==> config.mk <==
export PLATFORM = sky130hd
export DESIGN_NAME = varint_zigzag_codec_unit
export DESIGN_NICKNAME = d
export VERILOG_FILES = /design/src/design/vzc_pkg.sv /design/src/design/vzc_decoder.sv /design/src/design/varint_zigzag_codec_unit.sv
export SDC_FILE = /design/constraint.sdc
export NUM_CORES = 1
export LEC_CHECK = 0
export BUFFER_PORTS_ARGS = -buffer_cell sky130_fd_sc_hd__buf_2
export CELL_PAD_IN_SITES_DETAIL_PLACEMENT = 2
export CELL_PAD_IN_SITES_GLOBAL_PLACEMENT = 2
export CORE_MARGIN = 5
export CORE_UTILIZATION = 39
export DETAILED_ROUTE_END_ITERATION = 12
export PLACE_DENSITY_LB_ADDON = 0.1
export RECOVER_POWER = 50
export SYNTH_ARGS = -nofsm -noshare
export SYNTH_HDL_FRONTEND = slang
export SYNTH_SLANG_ARGS = --single-unit
==> constraint.sdc <==
create_clock -name aclk -period 8.2 [get_ports aclk]
set_clock_uncertainty 0.2 [all_clocks]
set_input_delay 0.41 -clock aclk [delete_from_list [all_inputs] [get_ports aclk]]
set_output_delay 0.41 -clock aclk [all_outputs]
set_load 0.02 [all_outputs]
==> src/design/vzc_pkg.sv <==
// shared types and constants for the varint zigzag codec
package vzc_pkg;

    localparam int FIELD_W    = 32;
    localparam int COUNT_W    = 3;
    localparam int BYTE_W     = 8;
    localparam int GROUP_BITS = 7;

    localparam logic       CMD_ENCODE = 1'b0;
    localparam logic       CMD_DECODE = 1'b1;
    localparam logic [7:0] CONT_BIT   = 8'h80;

    typedef struct packed {
        logic               cmd;
        logic               is_signed;
        logic [FIELD_W-1:0] value_in;
        logic [BYTE_W-1:0]  data_byte;
        logic               end_of_buffer;
    } in_item_t;

    typedef struct packed {
        logic               is_value;
        logic [BYTE_W-1:0]  out_byte;
        logic [FIELD_W-1:0] value_out;
        logic [COUNT_W-1:0] byte_count;
        logic               last;
        logic               unterminated;
        logic               too_long;
    } out_item_t;

    typedef struct packed {
        logic               step;
        logic               is_signed;
        logic [BYTE_W-1:0]  data_byte;
        logic               end_of_buffer;
    } dec_cmd_t;

    typedef struct packed {
        logic               fire;
        logic [FIELD_W-1:0] value;
        logic [COUNT_W-1:0] count;
        logic               unterminated;
        logic               too_long;
    } dec_result_t;

endpackage

==> src/design/vzc_decoder.sv <==
// decode accumulator: gathers seven-bit groups and ends a value
module vzc_decoder
    import vzc_pkg::*;
#(
    parameter int VALUE_WIDTH = 32
) (
    input  logic        aclk,
    input  logic        aresetn,
    input  dec_cmd_t    cmd,
    output dec_result_t result
);

    localparam int EFF_W      = (VALUE_WIDTH > FIELD_W) ? FIELD_W : VALUE_WIDTH;
    localparam int MAX_GROUPS = (EFF_W + GROUP_BITS - 1) / GROUP_BITS;
    localparam int SPAN_W     = GROUP_BITS * MAX_GROUPS;
    localparam logic [COUNT_W-1:0] GROUP_LIMIT = COUNT_W'(MAX_GROUPS);

    logic [EFF_W-1:0]   acc_reg, acc_next;
    logic [COUNT_W-1:0] gi_reg, gi_next;

    logic [COUNT_W-1:0] gi_eff;
    logic [COUNT_W-1:0] gi_new;
    logic [SPAN_W-1:0]  grp_span;
    logic [EFF_W-1:0]   acc_new;
    logic [EFF_W-1:0]   dec_value;
    logic               more;
    logic               tl;
    logic               unt;
    logic               fire;

    always_comb begin
        gi_eff   = (gi_reg >= GROUP_LIMIT) ? '0 : gi_reg;
        grp_span = SPAN_W'(cmd.data_byte[GROUP_BITS-1:0]) << (GROUP_BITS * int'(gi_eff));
        acc_new  = acc_reg | grp_span[EFF_W-1:0];
        gi_new   = gi_eff + COUNT_W'(1);
        more     = cmd.data_byte[BYTE_W-1];
        tl       = more && (gi_new >= GROUP_LIMIT);
        unt      = more && cmd.end_of_buffer;
        fire     = !more || tl || unt;
        if (cmd.is_signed) begin
            dec_value = (acc_new >> 1) ^ {EFF_W{acc_new[0]}};
        end else begin
            dec_value = acc_new;
        end
    end

    always_comb begin
        acc_next = acc_reg;
        gi_next  = gi_reg;
        if (cmd.step) begin
            if (fire) begin
                acc_next = '0;
                gi_next  = '0;
            end else begin
                acc_next = acc_new;
                gi_next  = gi_new;
            end
        end
    end

    always_ff @(posedge aclk) begin
        if (!aresetn) begin
            acc_reg <= '0;
            gi_reg  <= '0;
        end else begin
            acc_reg <= acc_next;
            gi_reg  <= gi_next;
        end
    end

    assign result.fire         = cmd.step && fire;
    assign result.value        = FIELD_W'(dec_value);
    assign result.count        = gi_new;
    assign result.unterminated = unt;
    assign result.too_long     = tl;

endmodule

==> src/design/varint_zigzag_codec_unit.sv <==
// top level of the varint (LEB128) codec with optional zigzag mapping
//
// input channel s_*: one item per transfer. cmd encode takes value_in and
// gives one to five encoded bytes; cmd decode takes one data_byte and gives
// a decoded value when that byte ends the value (no continuation bit, buffer
// end, or the byte limit reached), otherwise nothing.
// result channel m_*: one result per transfer, in order.
// each item is registered in the work register, then its results in the
// result register. throughput: while the result register is free, decode
// takes one byte per cycle and an encode gives one byte a cycle; an encode
// holds the work register until all its bytes (1 to 5) are given, and the
// next item is taken in the cycle its last byte moves on.
// reset clears the decode accumulator, the work stage and the result
// register. while m_valid is high and m_ready low the result register holds
// and the work stage stops; s_ready is low while the work stage holds an item that is not done.
module varint_zigzag_codec_unit
    import vzc_pkg::*;
#(
    parameter int VALUE_WIDTH = 32
) (
    input  logic      aclk,
    input  logic      aresetn,
    input  logic      s_valid,
    output logic      s_ready,
    input  in_item_t  s_data,
    output logic      m_valid,
    input  logic      m_ready,
    output out_item_t m_data
);

    localparam int EFF_W      = (VALUE_WIDTH > FIELD_W) ? FIELD_W : VALUE_WIDTH;
    localparam int MAX_GROUPS = (EFF_W + GROUP_BITS - 1) / GROUP_BITS;
    localparam logic [COUNT_W-1:0] LAST_N = COUNT_W'(MAX_GROUPS - 1);

    logic               work_valid_reg, work_valid_next;
    logic               work_cmd_reg, work_cmd_next;
    logic               work_sgn_reg, work_sgn_next;
    logic [EFF_W-1:0]   work_resid_reg, work_resid_next;
    logic [BYTE_W-1:0]  work_byte_reg, work_byte_next;
    logic               work_eob_reg, work_eob_next;
    logic [COUNT_W-1:0] work_n_reg, work_n_next;

    logic               m_valid_reg, m_valid_next;
    out_item_t          m_data_reg, m_data_next;

    logic               out_free;
    logic               adv;
    logic               enc_final;
    logic               work_done;
    logic               load;
    logic [EFF_W-1:0]   vin;
    logic [EFF_W-1:0]   vin_mapped;
    logic [BYTE_W-1:0]  enc_byte;
    dec_cmd_t           dec_cmd;
    dec_result_t        dec_res;

    // handshake and work stage control
    always_comb begin
        out_free  = !m_valid_reg || m_ready;
        adv       = work_valid_reg && out_free;
        enc_final = ((work_resid_reg >> GROUP_BITS) == '0) || (work_n_reg == LAST_N);
        work_done = adv && ((work_cmd_reg == CMD_DECODE) || enc_final);
        s_ready   = !work_valid_reg || work_done;
        load      = s_valid && s_ready;
    end

    // zigzag map on the way in
    always_comb begin
        vin = s_data.value_in[EFF_W-1:0];
        if (s_data.is_signed) begin
            vin_mapped = {vin[EFF_W-2:0], 1'b0} ^ {EFF_W{vin[EFF_W-1]}};
        end else begin
            vin_mapped = vin;
        end
    end

    always_comb begin
        work_valid_next = work_valid_reg;
        work_cmd_next   = work_cmd_reg;
        work_sgn_next   = work_sgn_reg;
        work_resid_next = work_resid_reg;
        work_byte_next  = work_byte_reg;
        work_eob_next   = work_eob_reg;
        work_n_next     = work_n_reg;
        if (load) begin
            work_valid_next = 1'b1;
            work_cmd_next   = s_data.cmd;
            work_sgn_next   = s_data.is_signed;
            work_resid_next = vin_mapped;
            work_byte_next  = s_data.data_byte;
            work_eob_next   = s_data.end_of_buffer;
            work_n_next     = '0;
        end else if (work_done) begin
            work_valid_next = 1'b0;
        end else if (adv) begin
            work_resid_next = work_resid_reg >> GROUP_BITS;
            work_n_next     = work_n_reg + COUNT_W'(1);
        end
    end

    always_ff @(posedge aclk) begin
        if (!aresetn) begin
            work_valid_reg <= 1'b0;
        end else begin
            work_valid_reg <= work_valid_next;
        end
    end

    always_ff @(posedge aclk) begin
        work_cmd_reg   <= work_cmd_next;
        work_sgn_reg   <= work_sgn_next;
        work_resid_reg <= work_resid_next;
        work_byte_reg  <= work_byte_next;
        work_eob_reg   <= work_eob_next;
        work_n_reg     <= work_n_next;
    end

    assign dec_cmd.step          = adv && (work_cmd_reg == CMD_DECODE);
    assign dec_cmd.is_signed     = work_sgn_reg;
    assign dec_cmd.data_byte     = work_byte_reg;
    assign dec_cmd.end_of_buffer = work_eob_reg;

    vzc_decoder #(
        .VALUE_WIDTH(VALUE_WIDTH)
    ) u_decoder (
        .aclk   (aclk),
        .aresetn(aresetn),
        .cmd    (dec_cmd),
        .result (dec_res)
    );

    // result register
    always_comb begin
        if (enc_final) begin
            enc_byte = {1'b0, work_resid_reg[GROUP_BITS-1:0]};
        end else begin
            enc_byte = CONT_BIT | {1'b0, work_resid_reg[GROUP_BITS-1:0]};
        end
    end

    always_comb begin
        m_valid_next = m_valid_reg;
        m_data_next  = m_data_reg;
        if (adv && (work_cmd_reg == CMD_ENCODE)) begin
            m_valid_next             = 1'b1;
            m_data_next.is_value     = 1'b0;
            m_data_next.out_byte     = enc_byte;
            m_data_next.value_out    = '0;
            m_data_next.byte_count   = work_n_reg + COUNT_W'(1);
            m_data_next.last         = enc_final;
            m_data_next.unterminated = 1'b0;
            m_data_next.too_long     = 1'b0;
        end else if (dec_res.fire) begin
            m_valid_next             = 1'b1;
            m_data_next.is_value     = 1'b1;
            m_data_next.out_byte     = '0;
            m_data_next.value_out    = dec_res.value;
            m_data_next.byte_count   = dec_res.count;
            m_data_next.last         = 1'b1;
            m_data_next.unterminated = dec_res.unterminated;
            m_data_next.too_long     = dec_res.too_long;
        end else if (m_ready) begin
            m_valid_next = 1'b0;
        end
    end

    always_ff @(posedge aclk) begin
        if (!aresetn) begin
            m_valid_reg <= 1'b0;
        end else begin
            m_valid_reg <= m_valid_next;
        end
    end

    always_ff @(posedge aclk) begin
        m_data_reg <= m_data_next;
    end

    assign m_valid = m_valid_reg;
    assign m_data  = m_data_reg;

endmodule

======== Word level (Yosys, flattened, before mapping) ========
Cells that the tools add are included.
storage, ports and cells
  register bits after elaboration ......... 130
  output and inout bits ................... 49
  word-level logic and storage cells ...... 70
operators by class
  $add $sub $neg .......................... 2
  multipliers ............................. 1
  $lt $le $gt $ge ......................... 2
  equal/unequal tests ..................... 2
  shift-type cells ........................ 1
  muxes and demuxes ....................... 16
  bitwise operators ....................... 5
  reductions and logical operators ........ 24
operator list
  cell                                                                     number
  32-bit 2-to-1 mux                                                        6
  46-bit 2-to-1 mux                                                        2
  32-bit zero test                                                         1
  32-bit bitwise OR                                                        1
  7-bit by 32-bit << shifter with 32-bit output                            1
  31-bit by 32-bit bitwise XOR with 32-bit output                          1
  32-bit bitwise XOR                                                       1
  1-bit logical AND                                                        8
  8-bit 2-to-1 mux                                                         1
  3-bit by 1-bit adder with 3-bit output, second input constant            2
  3-bit >= comparator, second input constant                               2
  1-bit logical OR                                                         6
  3-bit by 3-bit multiplier with 6-bit output, first input constant        1
  3-bit 2-to-1 mux                                                         2
  2-bit nonzero test                                                       3
  1-bit 2-to-1 mux                                                         5
  2-bit AND reduction                                                      2
  3-bit == test, second input constant                                     1
  1-bit zero test                                                          3
  3-bit nonzero test                                                       1
  2-bit by 1-bit inequality test with 1-bit output, second input constant  1
  1-bit inverter                                                           2

======== Depth between registers and ports, before layout ========
Gate-level depths: netlist of run 1.
  word-level depth ........................ 10
  depth in mapped cells ................... 10
  mapped depth without buffers ............ 8

======== Cells and area by module ========
A second synthesis of run 1 with hierarchy kept.
second synthesis, totals
  cells, all modules ...................... 640
  area, all modules ....................... 6612.6 um2
modules (own cells, without submodules)
  module                    times used  cells an instance  area each (um2)
  varint_zigzag_codec_unit  1           363                4276.6
  vzc_decoder               1           277                2336.0

======== Worst setup path after synthesis of run 1 ========
Ideal clock, no wire load.
  path type ............................... register to register
  from .................................... register work_n_reg[0]
  to ...................................... register work_resid_reg[0] (enable)
  library setup time ...................... 479 ps
  arrival ................................. 2038 ps
  required time ........................... 7521 ps
  setup slack ............................. 5483 ps
  cell stages (with the launch flop) ...... 8
  cells stage by stage .................... dfxtp_1 > inv_1 > ha_1 > nand2_1 > nand3b_1 > o211ai_2 > clkbuf_1 > nand2_1
between the ends
  word-level cells in the longest chain between the ends .. 8
ends and longest elaborated chain
  what                                                                                                            RTL line                         text
  from (decl)                                                                                                     varint_zigzag_codec_unit.sv:41   logic [COUNT_W-1:0] work_n_reg, work_n_next;
  from (signal assigned)                                                                                          varint_zigzag_codec_unit.sv:115  work_n_reg <= work_n_next;
  3-bit == test (*)                                                                                               varint_zigzag_codec_unit.sv:61   enc_final = ((work_resid_reg >> GROUP_BITS) == '0) || (work_n_reg == LAST_N);
  1-bit logical OR (*)                                                                                            varint_zigzag_codec_unit.sv:61
  1-bit logical OR (*)                                                                                            varint_zigzag_codec_unit.sv:62   work_done = adv && ((work_cmd_reg == CMD_DECODE) || enc_final);
  1-bit logical AND (*)                                                                                           varint_zigzag_codec_unit.sv:62
  1-bit logical OR                                                                                                varint_zigzag_codec_unit.sv:63   s_ready = !work_valid_reg || work_done;
  1-bit logical AND                                                                                               varint_zigzag_codec_unit.sv:64   load = s_valid && s_ready;
  2-bit by 1-bit inequality test with 1-bit output (no source line) / 2-bit nonzero test (equally long branches)  -
  2-bit AND reduction (no source line) (*)                                                                        -
  to (signal assigned)                                                                                            varint_zigzag_codec_unit.sv:112  work_resid_reg <= work_resid_next;
  to (decl)                                                                                                       varint_zigzag_codec_unit.sv:38   logic [EFF_W-1:0] work_resid_reg, work_resid_next;
Every way passes the cells marked *; elsewhere a longest branch is shown, timed or not.
A chain may end at the register's enable or synchronous reset.

======== Worst setup path after layout of run 1 ========
  from .................................... register u_decoder.gi_reg[2]
  to ...................................... register m_data_reg, in the netlist m_data[8]
between the ends
  word-level cells in the longest chain between the ends .. 8
ends and longest elaborated chain
  what                                                                                 RTL line                         text
  from (decl)                                                                          vzc_decoder.sv:19                logic [COUNT_W-1:0] gi_reg, gi_next;
  from (signal assigned)                                                               vzc_decoder.sv:67                gi_reg <= gi_next;
  3-bit >= comparator                                                                  vzc_decoder.sv:32                gi_eff = (gi_reg >= GROUP_LIMIT) ? '0 : gi_reg;
  3-bit 2-to-1 mux (*)                                                                 vzc_decoder.sv:32
  branches (longest 6 deep; another with 3-bit by 3-bit multiplier with 6-bit output)  -
  to (signal assigned)                                                                 varint_zigzag_codec_unit.sv:176  m_data_reg <= m_data_next;
  to (decl)                                                                            varint_zigzag_codec_unit.sv:44   out_item_t m_data_reg, m_data_next;
Mark *: on every way between the ends.

==> metrics, run 1 <==
status finished with violations; violated checks capacitance limit, slew limit; count leader, synth dfxtp_1; final std cells w/o fill 962; Synth Flop Type dfxtp_1; Mapped Nets about 700; reg-to-reg endpoint m_data[8]; EDFF count, synth 55; critical path start-end classification flip-flop to flip-flop; CTS sink cnt 130; synth cell count leaders dfxtp_1, nor2_1, edfxtp_1; Worst-path clk slew roughly 0.06 ns; Total GRT Usage 22.49%; beginning of the worst register-to-register path u_decoder.gi_reg[2]; CP Capture Type flip-flop; hold path depth 2; fin crit period 3.769 ns; switching power around 500 µW; sw frac 27.03%; Initial Util between 30% and 40%; final setup TNS 0 ns; pwr dens roughly 240 mW/mm²; clk_lat worst skew 0.43 ns; # IOs 96; Slew Viols, Final 109; total CTS buffers 17; Core Area 0.01594 mm²; max reg flops 47; Hold Crit Class primary input to flip-flop; Max H-tree Level 4; Remaining DRCs 0; WHS Endpoint work_valid_reg; Worst Tran Pin Value 2.527 ns; Clock Path Buffers 2; nets roughly 800; synthesized area between 0.006 and 0.007 mm²; wire per inst roughly 21 µm; Gate power share 15.1%; Leakage Power 0.002909 µW; clock root cell clkbuf_16; via-per-instance ratio 5.556; CTS tree done; Distinct cells, synth 58; asr flop ratio synth 0%; max-cap viol count 3; Mean Syn Cell Area 9.752 µm²; synthesized flop and latch total 130; Synth area leaders edfxtp_1, dfxtp_1, xnor2_1; CP required 8.30 ns; final WL roughly 21000 µm; GP Congestion between 0.7 and 0.8; die height 137.7 µm; vias in the first global route 5956; period utilization 45.97%; first-pass GRT wire length 32290 µm; # rows 46; Post-Syn Instances 652; Reg power frac 42.0%; worst r2r path cells 9; cell-internal power 1351 µW; initial antenna violation count 0; # setup viols final 0; Die X approximately 140 µm; Area growth, synth to finish 19.11%; total gr overflow 0; clock network power share 42.9%; Vias 5345; Detailed Place HPWL 13670 µm; Synth warnings 0; Slew headroom -68.50%; post-synth top area share 25.97%; Antenna Nets Post-Route 0; Synth area leader edfxtp_1; PortBufs 95; fraction of layout cells with a size suffix above 1 16.76%; # diodes 0; Fin. Hold Viols 0; Placed Instances 920; Pre-antenna DRT Iters 4; critical path arrival 3.87 ns; largest net degree at the start of global routing 64; crit path max fanout 33; die area 0.01896 mm²; register area share after synthesis about half; Detailed Route Iter0 Violations 241; hold path start s_valid; peak supply drop 0.1604 mV; RSZ-0062 raised after global routing false; Max Fclk 0.2653 GHz; type of origin of the critical path flip-flop; flop-to-flop setup slack 4.43 ns; # Post-CTS Setup Buffers 0
[metrics by stage]
stage / power (µW) / utilization (%) / hold slack (ns) / instance area (µm²) / worst slack, ns
after floorplan: 968.0 / - / 0.2375 / 6359 / 5.483
after global placement: 1055 / 43.53 / 0.2358 / 6940 / 5.466
after detailed placement: 1073 / 43.53 / 0.2450 / 6940 / 5.272
after CTS: 1878 / 47.98 / 0.02066 / 7650 / 5.142
after global routing: 1926 / 47.50 / 0.02194 / 7574 / 4.220
final: 1851 / 47.50 / 0.03620 / 7574 / 4.431
[worst max-delay path, stage by stage, from the launching register on]
cell,delay (ns)
dfxtp_1,0.57
nand2b_1,0.22
inv_1,0.10
ha_1,0.24
and4bb_2,0.25
a221oi_1,0.55
o21bai_2,0.15
clkbuf_1,0.64
and2_1,0.43
a211o_1,0.29
[repair_timing]
action,4_1_cts,5_1_grt
resized for setup,0,0
endpoints found under the setup margin,0,0
hold buffers,10,0
hold endpoints to repair,10,0
[kinds of logic (layout without fill, tap and decap cells)]
family,Yosys count,count (layout),synth area share [%]
and+or+nand+nor,206,206,15.94
xor gates and xnor gates,40,40,5.510
adders and majority gates,4,4,0.7871
muxes,28,28,4.939
DFF,130,130,49.59
buffers and inverters,66,160,4.526
AOI/OAI and AO/OA,178,178,18.71
[how the worst max path moves through the flow]
| stage | start | endpoint | slack, ns | depth (start not counted) |
|---|---|---|---|---|
| after floorplan | work_n_reg[0] | work_resid_reg[0] | 5.48 | 7 |
| after global placement | u_decoder.gi_reg[0] | m_data[11] | 5.47 | 5 |
| after detailed placement | u_decoder.gi_reg[2] | m_data[8] | 5.27 | 9 |
| after CTS | work_resid_reg[9] | work_resid_reg[19] | 5.14 | 7 |
| after global routing | u_decoder.gi_reg[2] | m_data[8] | 4.22 | 9 |
| final | u_decoder.gi_reg[2] | m_data[8] | 4.43 | 9 |
[per-layer routing]
layer	GRT usage (%)	part of all wire, %
met1	28.13	43
met2	39.18	51
met3	4.419	4.7
met4	6.652	1.2
met5	0	0
[layout make-up]
cell class              count  area [µm²]
clock buffers              19       442.9
clock inverters            13       166.4
fillers                  1742        8369
inverters                  14       52.55
multi-input cells         456        2910
flip-flops and latches    130        3153
well taps                 216       270.3
repair buffers            114       578.1
[power by group through the flow]
stage | Clock [µW] | Combinational, µW | Sequential [µW]
floorplan | 0 | 159 | 809
global placement | 0 | 270 | 785
detailed placement | 0 | 283 | 790
CTS | 806 | 294 | 778
global route | 836 | 306 | 784
finish | 793 | 280 | 778
[cell usage in the layout (no fill, tap or decap), drive strengths merged, types with 2 or more instances in the layout]
cell type | Yosys | final
a211o | 5 | 5
a211oi | 9 | 9
a21boi | 5 | 5
a21o | 21 | 21
a21oi | 43 | 43
a221o | 4 | 4
a31o | 5 | 5
a31oi | 12 | 12
a32o | 2 | 2
and2 | 17 | 17
buf | 19 | 54
bufinv | 0 | 4
clkbuf | 33 | 69
clkinv | 0 | 7
clkinvlp | 0 | 2
dfxtp | 75 | 75
dlygate4sd3 | 0 | 10
edfxtp | 55 | 55
ha | 4 | 4
inv | 14 | 14
mux2 | 27 | 27
nand2 | 50 | 50
nand2b | 5 | 5
nand3 | 2 | 2
nand3b | 2 | 2
nor2 | 75 | 75
nor3 | 14 | 14
nor3b | 4 | 4
nor4 | 9 | 9
o211ai | 4 | 4
o21ai | 43 | 43
o221ai | 17 | 17
o22ai | 2 | 2
or2 | 2 | 2
or3 | 6 | 6
or4 | 15 | 15
xnor2 | 39 | 39
Power figures use the tool's default switching activity.
==> run 2, diff against run 1 <==
--- a/config.mk
+++ b/config.mk
@@ -5,11 +5,12 @@
 export SDC_FILE = /design/constraint.sdc
 export NUM_CORES = 1
 export LEC_CHECK = 0
+export ABC_AREA = 1
 export BUFFER_PORTS_ARGS = -buffer_cell sky130_fd_sc_hd__buf_2
 export CELL_PAD_IN_SITES_DETAIL_PLACEMENT = 2
 export CELL_PAD_IN_SITES_GLOBAL_PLACEMENT = 2
 export CORE_MARGIN = 5
-export CORE_UTILIZATION = 39
+export CORE_UTILIZATION = 29
 export DETAILED_ROUTE_END_ITERATION = 12
 export PLACE_DENSITY_LB_ADDON = 0.1
 export RECOVER_POWER = 50
==> constraint.sdc (replaced) <==
create_clock -name aclk -period 3.05 [get_ports aclk]
set_clock_uncertainty 0.2 [all_clocks]
set_input_delay 0.1525 -clock aclk [delete_from_list [all_inputs] [get_ports aclk]]
set_output_delay 0.1525 -clock aclk [all_outputs]
set_load 0.02 [all_outputs]
==> run 2 against run 1 <==
  * The run now ends clean
  * Die area increased by 41%
  * Worst setup slack got worse by 4.0 ns
  * Flip-flop and latch count unchanged
  * Wire length increased by 6.6%
  * Sequential power increased to 2.7 times the previous value
  * Count of clock-buffer cells in the layout increased by 3
  * Total power increased to 2.8 times the previous value
  * Non-clock buffer count increased by 16
  * Critical path depth increased by 2
  * Register-to-register slack got worse by 4.0 ns
  * Maximum frequency increased by 45%
  * Largest cell class unchanged
==> metrics, run 2 <==
status finished, final reports clean; max-cap viol count 0 (-3); Total GRT Usage 17.13% (-5.4 points); hold_ws 0.02258 ns (-0.01362 ns); crit-path cells nor2_4 > inv_4 > nand2_4 > inv_2 > nand3_2 > nand2_4 > inv_4 > nand2_1 > nand3_1 > nand3_1 > nand2_1; CP Capture Type flip-flop; PortBufs 95 (unchanged); die area 0.02667 mm² (+41%); synth cell count leaders nand2_1, inv_1, nor2_1; Setup WS post-layout 0.4438 ns (-3.987 ns); Core Area 0.02333 mm² (+46%); period utilization 85.45% (+39 points); filler instances 2849 (+64%); Antenna Nets Post-Route 0 (unchanged); Synth Flop Type dfxtp_1; Gate power share 17.6% (+2.5 points); cell-internal power 3632 µW (+170%); post-synth top area share 24.23% (-1.7 points); Mapped Nets 1018 (+45%); clock network power share 41.5% (-1.4 points); count leader, synth nand2_1; vias in the first global route 6965 (+17%); fraction of layout cells with a size suffix above 1 10.00% (-6.8 points); hold path start s_data[24]; final WL 21960 µm (+6.6%); # rows 56 (+22%); synthesized area 0.006815 mm² (+7.2%); Max Fclk 0.3837 GHz (+45%); Hold Crit Class primary input to flip-flop; CP required 3.15 ns (-5.15 ns); via-per-instance ratio 4.605 (-17%); Slew Viols, Final 0 (-100%); Remaining DRCs 0 (unchanged); Mean Syn Cell Area 7.048 µm² (-28%); critical path start-end classification flip-flop to flip-flop; switching power 1517 µW (+200%); clock root cell clkbuf_16; Area growth, synth to finish 21.53%; crit path max fanout 37 (+12%); CP max stage delay 0.50 ns (-0.14 ns); crit path from u_decoder.gi_reg[2]; Detailed Route Iter0 Violations 187 (-22%); GP Congestion 0.7774 (+3.9%); initial antenna violation count 0 (unchanged); fin crit period 2.606 ns (-1.163 ns); Worst Tran Pin Value 1.233 ns (-1.295 ns); Detailed Place HPWL 15780 µm (+15%); critical path arrival 2.71 ns (-1.16 ns); CTS tree done; register area share after synthesis 46.26% (-3.3 points); # IOs 96 (unchanged); EDFF count, synth 55 (unchanged); Leakage Power 0.003803 µW (+31%); Initial Util 29.21% (-11 points); synthesized flop and latch total 130 (unchanged); asr flop ratio synth 0% (unchanged); dpl cell area 0.007566 mm² (+9.0%); Worst-path clk slew 0.06 ns (about the same); wire per inst 15.70 µm (-27%); Synth warnings 0 (unchanged); post-place setup slack 0.4188 ns (-4.853 ns); type of origin of the critical path flip-flop; Pre-antenna DRT Iters 4 (unchanged); Distinct cells, synth 32 (-45%); max reg flops 47 (unchanged); sw frac 29.46% (+2.4 points); Fin. Hold Viols 0 (unchanged); Final Cell Area 0.008283 mm² (+9.4%); clk_lat worst skew 0.42 ns (about the same); Post-Syn Instances 967 (+48%); Synth area leader edfxtp_1; Reg power frac 41.0% (-1.0 points); largest net degree at the start of global routing 46 (-28%); nets 1118 (+43%); Die X 163.3 µm (+19%); Vias 6442 (+21%); pwr dens 621.6 mW/mm² (+150%); first-pass GRT wire length 35980 µm (+11%); die height 163.3 µm (+19%); most frequent cells in the layout nand2_1, inv_1, nor2_1, nand3_1, dfxtp_1; # diodes 0 (unchanged); final setup TNS 0 ns (unchanged); total gr overflow 0 (unchanged); Synth area leaders edfxtp_1, dfxtp_1, nand2_1; highest-delay cell along the critical path dfxtp_1; RSZ-0062 raised after global routing false; most common cell after layout, fill and taps aside nand2_1; total CTS buffers 17 (unchanged); CTS sink cnt 130 (unchanged); beginning of the worst register-to-register path u_decoder.gi_reg[2]; Clock Path Buffers 2 (unchanged); Max H-tree Level 4 (unchanged); # setup viols final 0 (unchanged); peak supply drop 0.2780 mV (+73%); Slew headroom 17.81% (+86 points)
## run 2: metal layers
layer  part of all wire, %  up-vias  track usage [%]
met1                    43     3099            19.82
li1                      -     3242                -
met3                   2.4       20            2.826
met4                   1.2        0            4.651
met2                    53       81            32.47
met5                     0        -                0
## run 2: kinds of logic (layout without fill, tap and decap cells)
group	after synthesis	in the layout	share of synthesized area (%)
compound gates	123	123	9.492
buf+inv	182	295	11.13
flops	130	130	46.26
fa+ha+maj	4	4	0.7344
xor+xnor	4	4	0.6243
simple gates	524	524	31.76
## run 2: final cells by class
type | count | area (µm²) | share of cell area (%)
clock inverter | 10 | 131.4 | 1.586
multi-input combinational | 655 | 2899 | 35.00
clock buffer | 22 | 475.5 | 5.740
sequential | 130 | 3153 | 38.07
tap | 319 | 399.1 | 4.819
timing repair buffer | 130 | 718.2 | 8.671
inverter | 133 | 506.7 | 6.118
## run 2: final timing paths
kind / endpoint / slack, ns / cells past startpoint
setup / recovery: m_data[19] / 0.44 / 11
hold / removal: work_resid_reg[15] / 0.02 / 5
setup reg to reg: m_data[19] / 0.44 / 11
hold reg to reg: m_data[34] / 0.25 / 2
## run 2: what timing repair did
action                     4_1_cts  5_1_grt
hold endpoints to repair        21        0
setup endpoints to repair        0        0
setup buffers                    0        0
hold buffers                    20        0
resized for setup                0        0
## run 2: stage by stage
| step | util (%) | std cells | power, µW |
|---|---|---|---|
| 3_5_place_dp | 32.43 | 1347 | 3085 |
| 3_3_place_gp | 32.43 | 1347 | 3058 |
| 2_1_floorplan | - | 967 | 2753 |
| 5_1_grt | 35.50 | 1399 | 5435 |
| 4_1_cts | 35.89 | 1399 | 5265 |
| 6_report | 35.50 | 1399 | 5149 |
## run 2: power by group through the flow
stage | registers (µW) | clock network (µW) | logic [µW]
floorplan | 2230 | 0 | 518
finish | 2110 | 2130 | 906
detailed placement | 2150 | 0 | 937
global route | 2130 | 2270 | 1030
CTS | 2110 | 2190 | 964
global placement | 2140 | 0 | 913
## run 2: worst max-delay path, delay by kind of cell, from the launching register on
family | cells | cell delay, ns
AND/OR/NAND/NOR | 8 | 1.21
flip-flops | 1 | 0.50
buffers and inverters | 3 | 0.54
